File: src/ssc_isqrt.sv
`timescale 1ns / 1ps
`default_nettype none
// ----------------------------------------------------------------------------
// ssc_isqrt: pipelined integer square root, rounded to nearest
// One result bit per stage, then one rounding stage.
// ----------------------------------------------------------------------------
module ssc_isqrt #(
    parameter int unsigned COORD_BITS = 24
) (
    input  logic                      i_clk,
    input  logic                      i_en,
    input  logic [2*COORD_BITS-1:0]   i_rad,
    output logic [COORD_BITS-1:0]     o_root
);
    localparam int unsigned W = COORD_BITS;

    logic [W:0]     r_rem  [W];
    logic [W-1:0]   r_root [W];
    logic [2*W-1:0] r_rest [W];
    logic [W:0]     n_rem  [W];
    logic [W-1:0]   n_root [W];
    logic [2*W-1:0] n_rest [W];
    logic [W-1:0]   r_d;

    // One digit step per stage: bring down two radicand bits, try root*4+1.
    always_comb begin
        logic [W:0]     rem_p;
        logic [W-1:0]   root_p;
        logic [2*W-1:0] rest_p;
        logic [W+1:0]   t;
        logic [W+1:0]   trial;
        logic [W+1:0]   sub;
        logic           ge;
        for (int k = 0; k < W; k++) begin
            if (k == 0) begin
                rem_p  = '0;
                root_p = '0;
                rest_p = i_rad;
            end else begin
                rem_p  = r_rem[k-1];
                root_p = r_root[k-1];
                rest_p = r_rest[k-1];
            end
            t         = {rem_p[W-1:0], rest_p[2*W-1 -: 2]};
            trial     = {root_p, 2'b01};
            ge        = (t >= trial);
            sub       = t - trial;
            n_rem[k]  = ge ? sub[W:0] : t[W:0];
            n_root[k] = {root_p[W-2:0], ge};
            n_rest[k] = {rest_p[2*W-3:0], 2'b00};
        end
    end

    always_ff @(posedge i_clk) begin
        if (i_en) begin
            for (int k = 0; k < W; k++) begin
                r_rem[k]  <= n_rem[k];
                r_root[k] <= n_root[k];
                r_rest[k] <= n_rest[k];
            end
            // Round up when the remainder exceeds the root.
            r_d <= (r_rem[W-1] > {1'b0, r_root[W-1]}) ? r_root[W-1] + 1'b1
                                                       : r_root[W-1];
        end
    end

    assign o_root = r_d;

endmodule

`default_nettype wire

File: config.mk
export PLATFORM = sky130hd
export DESIGN_NAME = ssc_isqrt
export DESIGN_NICKNAME = d
export VERILOG_FILES = /design/src/ssc_isqrt.sv
export SDC_FILE = /design/constraint.sdc
export NUM_CORES = 2
export LEC_CHECK = 0
export BUFFER_PORTS_ARGS = -buffer_cell sky130_fd_sc_hd__buf_2
export CORE_ASPECT_RATIO = 0.5
export CORE_MARGIN = 5
export CORE_UTILIZATION = 65
export DETAILED_ROUTE_END_ITERATION = 10
export GPL_TIMING_DRIVEN = 0
export PLACE_DENSITY = 0.82
export RECOVER_POWER = 100
export SLEW_MARGIN = 40
export SYNTH_ARGS = -nofsm -noshare
export SYNTH_HDL_FRONTEND = slang
export SYNTH_SLANG_ARGS = --single-unit
File: constraint.sdc
create_clock -name i_clk -period 9.7 [get_ports i_clk]
set_input_delay 0.485 -clock i_clk [delete_from_list [all_inputs] [get_ports i_clk]]
set_output_delay 0.485 -clock i_clk [all_outputs]
set_load 0.02 [all_outputs]
# Word level (Yosys, flattened, before mapping)
# Memories as Yosys holds them, arrays and structs flattened.
# Cells that the tools add are included.
[totals] latchBits=0 in_bits=50 regBits=24 wordCells=81 rom_bits=0 mem_count=3 mem_bits_rw=2280 output_inout_bits=24
[mem_list] name="r_rest" words=24 width=46 read_ports=23 rd_ports_with_merged_regs=0 wr=24 line="19" rtl="logic [2*W-1:0] r_rest [W];"
[mem_list] name="r_rem" words=24 width=25 read_ports=24 rd_ports_with_merged_regs=0 wr=24 line="17" rtl="logic [W:0] r_rem [W];"
[mem_list] name="r_root" words=24 width=24 read_ports=24 rd_ports_with_merged_regs=0 wr=24 line="18" rtl="logic [W-1:0] r_root [W];"
[op_classes] n_lt_le_gt_ge=25 n_mux=27 n_reduce_logical=0 n_eq_ne=0 n_addsub=25 shift=0 n_bitwise=0 n_mul=0 div_mod_pow=0
[op_table] operator="$mux W25" count=24
[op_table] operator="$ge A26 B26 Y1" count=23
[op_table] operator="$sub A25 B25 Y25" count=23
[op_table] operator="$gt A25 B24 Y1" count=1
[op_table] operator="$add A24 B1 Y24 const B" count=1
[op_table] operator="$mux W24" count=1
[op_table] operator="$sub A2 B1 Y3 const B" count=1
[op_table] operator="$ge A2 B1 Y1 const B" count=1
[op_table] operator="$mux W1" count=2

# Longest topological paths before layout
# An unclocked memory read counts as a cell.
[logic_depth] word_depth=3 ltp_mapped=13 ltp_nobuf=11

# Least setup slack after synthesis
# OpenSTA, ideal clock, no wires.
[synth_path] path_kind="flip-flop to flip-flop" start="memory r_rem[2][150] in the netlist's numbering" end="memory r_rem[2][183] in the netlist's numbering (data pin)" path_buffers=1 synth_period_minus_slack_ps=3222 path_stages_with_launch=11 required_time_ps=9440 arrival_time_ps=2962 slack_ps=6478 setup_ps=260 path_cell_list="edfxtp_1 -> ha_1 -> nor2b_1 -> o31ai_1 -> a311oi_1 -> a211o_1 -> a21oi_1 -> nor3_1 -> a2111oi_4 -> buf_2 -> mux2_2"
[synth_lines] element="from (decl)" line="17"

==> impl_metrics.py <==
metrics = {
    "status": {
        "status": "complete, but fails checks",
        "violations": "max-capacitance violations, max-slew violations",
    },
    "final_layout": {
        "utilization": 0.720,
        "final_common_cell": "edfxtp_1",
        "drive_gt1_frac": 0.0675,
        "fillerInstances": 6557,
        "multiInputGateArea_um2": 22500,
        "area_growth_pct": 9.82,
        "final_cell_mix": "edfxtp_1 (1423), inv_1 (418), ha_1 (352), nand2_1 (340), nor2_1 (320)",
        "register_area_um2": 42700,
        "nNetsFinal": 5829,
    },
    "timing": {
        "tightest_slew_ps": 5540,
        "fin_crit_ps": 6610,
        "finalClockSkew_ps": 26.4,
        "tns_ps": 0,
        "rsz0062_at_grt": "no",
        "fmax_mhz": 151,
        "hold_viol": 0,
        "fin_crit_sh": 0.681,
        "maxSlewViolCount": 119,
        "setup_violations": 0,
        "fin_ws_ps": 3090,
        "slew_headroom": -2.69,
    },
    "power": {
        "power_leakage_nw": 28.4,
        "vdd_drop_max_v": 0.000155,
        "power_density_nw_per_um2": 226,
    },
    "grt": {
        "overflow": 0,
        "grt_pass1_vias": 41700,
        "antenna_found_initial": 1,
        "grt_max_degree": 123,
        "grt_first_pass_wirelength_um": 212000,
        "track_usage": 0.239,
    },
    "yosys": {
        "synthArstFlopShare": 0,
        "synth.avg_cell_area_um2": 13.0,
        "ys_seq_area_frac": 0.635,
        "synth_cell_types": 92,
        "ys_ff_latch": 1423,
        "synthesis.area_um2": 67300,
        "synth_edf_count": 1423,
        "synth_cells": 5170,
        "ys.flop_type": "edfxtp_1",
        "synth_nets": 5572,
        "yosysWarnings": 0,
    },
    "clock_tree": {
        "cts_resized": 0,
        "htreeDepth": 3,
        "cts_buffer_depth": 3,
        "post-cts-setup-buffer-count": 0,
        "clk_pin_slew_worst_paths_ps": 60,
        "cts_tree": "done",
        "cts_sinks": 1423,
        "root_buffer": "clkbuf_16",
        "cts_inserted_buffers": 119,
        "clock_latency_ps": 760,
        "holdBufCountCts": 49,
    },
    "critical_path": {
        "cp.arrival_ps": 6980,
        "required_ps": 10080,
        "critPathLaunch": "i_en",
        "crit_fanout": 122,
        "crit_path_end": "r_root[2][185]$_DFFE_PP_",
        "end_kind": "register",
        "critical_path.reg2reg.endpoint": "r_rem[2][195]$_DFFE_PP_",
        "rr_startpoint": "r_rem[2][150]$_DFFE_PP_",
        "startpoint_type": "input pin",
        "r2r_slack_ps": 4020,
        "critical_path_class": "in2reg",
        "reg2regPathDepth": 11,
    },
    "drt": {
        "ant_nets": 0,
        "viasPerCell": 5.96,
        "dr.pass1.iters": 5,
        "vias": 41100,
        "wl_um": 133000,
        "wl_per_cell_um": 19.3,
        "dr.first_iter.drc_count": 2970,
        "drc": 0,
    },
    "placed_design": {
        "gp_congestion": 0.990,
        "hpwl_um": 91900,
        "dp_worst_setup_slack_ps": 5240,
        "port_buffers": 73,
    },
    "floorplan": {
        "dieWidth_um": 465,
        "core_um2": 103000,
        "num_rows": 83,
        "start_util": 0.656,
        "io-pin-count": 74,
        "dieArea_um2": 110000,
        "fp.dieH_um": 238,
    },
    "min_path": {
        "hold_path.class": "reg2reg",
    },
    "flow_run": {
        "maxCapViolCount": 3,
    },
}
==> cells in the mapped netlist (56+ instances only) <==
library cell	instances	area share
edfxtp_1	1423	0.64
a21oi_1	300	0.022
nand3_1	97	0.0072
ha_1	352	0.065
o21ai_0	238	0.018
clkbuf_1	82	0.0046
mux2_2	107	0.018
nor2_1	320	0.018
nand2b_1	58	0.0054
nand2_1	340	0.019
nor3_1	110	0.0082
xnor2_1	254	0.033
inv_1	418	0.023
nor4_1	63	0.0059
a21o_1	111	0.012
xor2_1	202	0.026
nor2b_1	56	0.0052
o21a_1	65	0.0073
==> sequential cells by signal, summed over array words and instances, names as in the netlist <==
| register | cells |
|---|---|
| r_root | 300 |
| r_rest | 552 |
| r_rem | 547 |
| o_root | 24 |
==> kinds of logic after synthesis <==
family,share of synthesized area
flip-flops,0.635
AND/OR/NAND/NOR,0.0987
AO/OA/AOI/OAI,0.0919
buffers and inverters,0.0290
XOR/XNOR,0.0594
adder cells (fa/ha/maj),0.0655
multiplexers,0.0204
other,0.0000557
==> how the worst min path moves through the flow <==
stage,startpoint,to,slack (ps),cells after the start
floorplan,r_rest[0][52]$_DFFE_PP_,r_rest[0][100]$_DFFE_PP_,400,0
global placement,r_rest[1][256]$_DFFE_PP_,r_rest[1][304]$_DFFE_PP_,400,0
detailed placement,r_rest[0][66]$_DFFE_PP_,r_rest[0][114]$_DFFE_PP_,400,0
CTS,i_en,r_rest[0][45]$_DFFE_PP_,170,1
global route,i_rad[34],r_rest[0][34]$_DFFE_PP_,400,2
finish,r_rest[2][86]$_DFFE_PP_,r_rest[2][134]$_DFFE_PP_,410,0
==> where the power goes <==
part	leakage [nW]	switching, mW	internal, mW
sequential	13.7	0.439	7.79
combinational	12.9	2.09	1.61
clock	1.86	2.22	2.58
==> worst max-delay path, cell delays in order <==
cell and delay, ps:
clkbuf_1 3800, buf_16 380, buf_16 480, buf_16 450, buf_16 470, buf_16 470
==> final cells by class <==
type                            count  share of cell area
Antenna cell                        2           0.0000677
Buffer                             92             0.00469
Multi-Input combinational cell   3234               0.305
Sequential cell                  1423               0.578
Clock inverter                     85              0.0114
Clock buffer                      133              0.0410
Timing Repair Buffer              136              0.0156
Tap cell                         1360              0.0230
Inverter                          421              0.0214
==> through the flow <==
step	cell area [um^2]	hold slack [ps]	total power, mW	instances
floorplan	67300	400	10.9	5170
global placement	69300	400	12.1	6603
detailed placement	69700	405	12.0	6616
CTS	74100	173	16.8	6883
finish	73900	409	16.7	6886
global route	73900	400	17.6	6886
==> routing by layer <==
| metal | vias up | GRT usage | part of all wire |
|---|---|---|---|
| li1 | 19700 | - | - |
| met1 | 19700 | 0.268 | 0.37 |
| met2 | 1254 | 0.452 | 0.54 |
| met3 | 399 | 0.0316 | 0.041 |
| met4 | 0 | 0.114 | 0.050 |
| met5 | - | 0 | 0 |
Power figures use the tool's default switching activity.
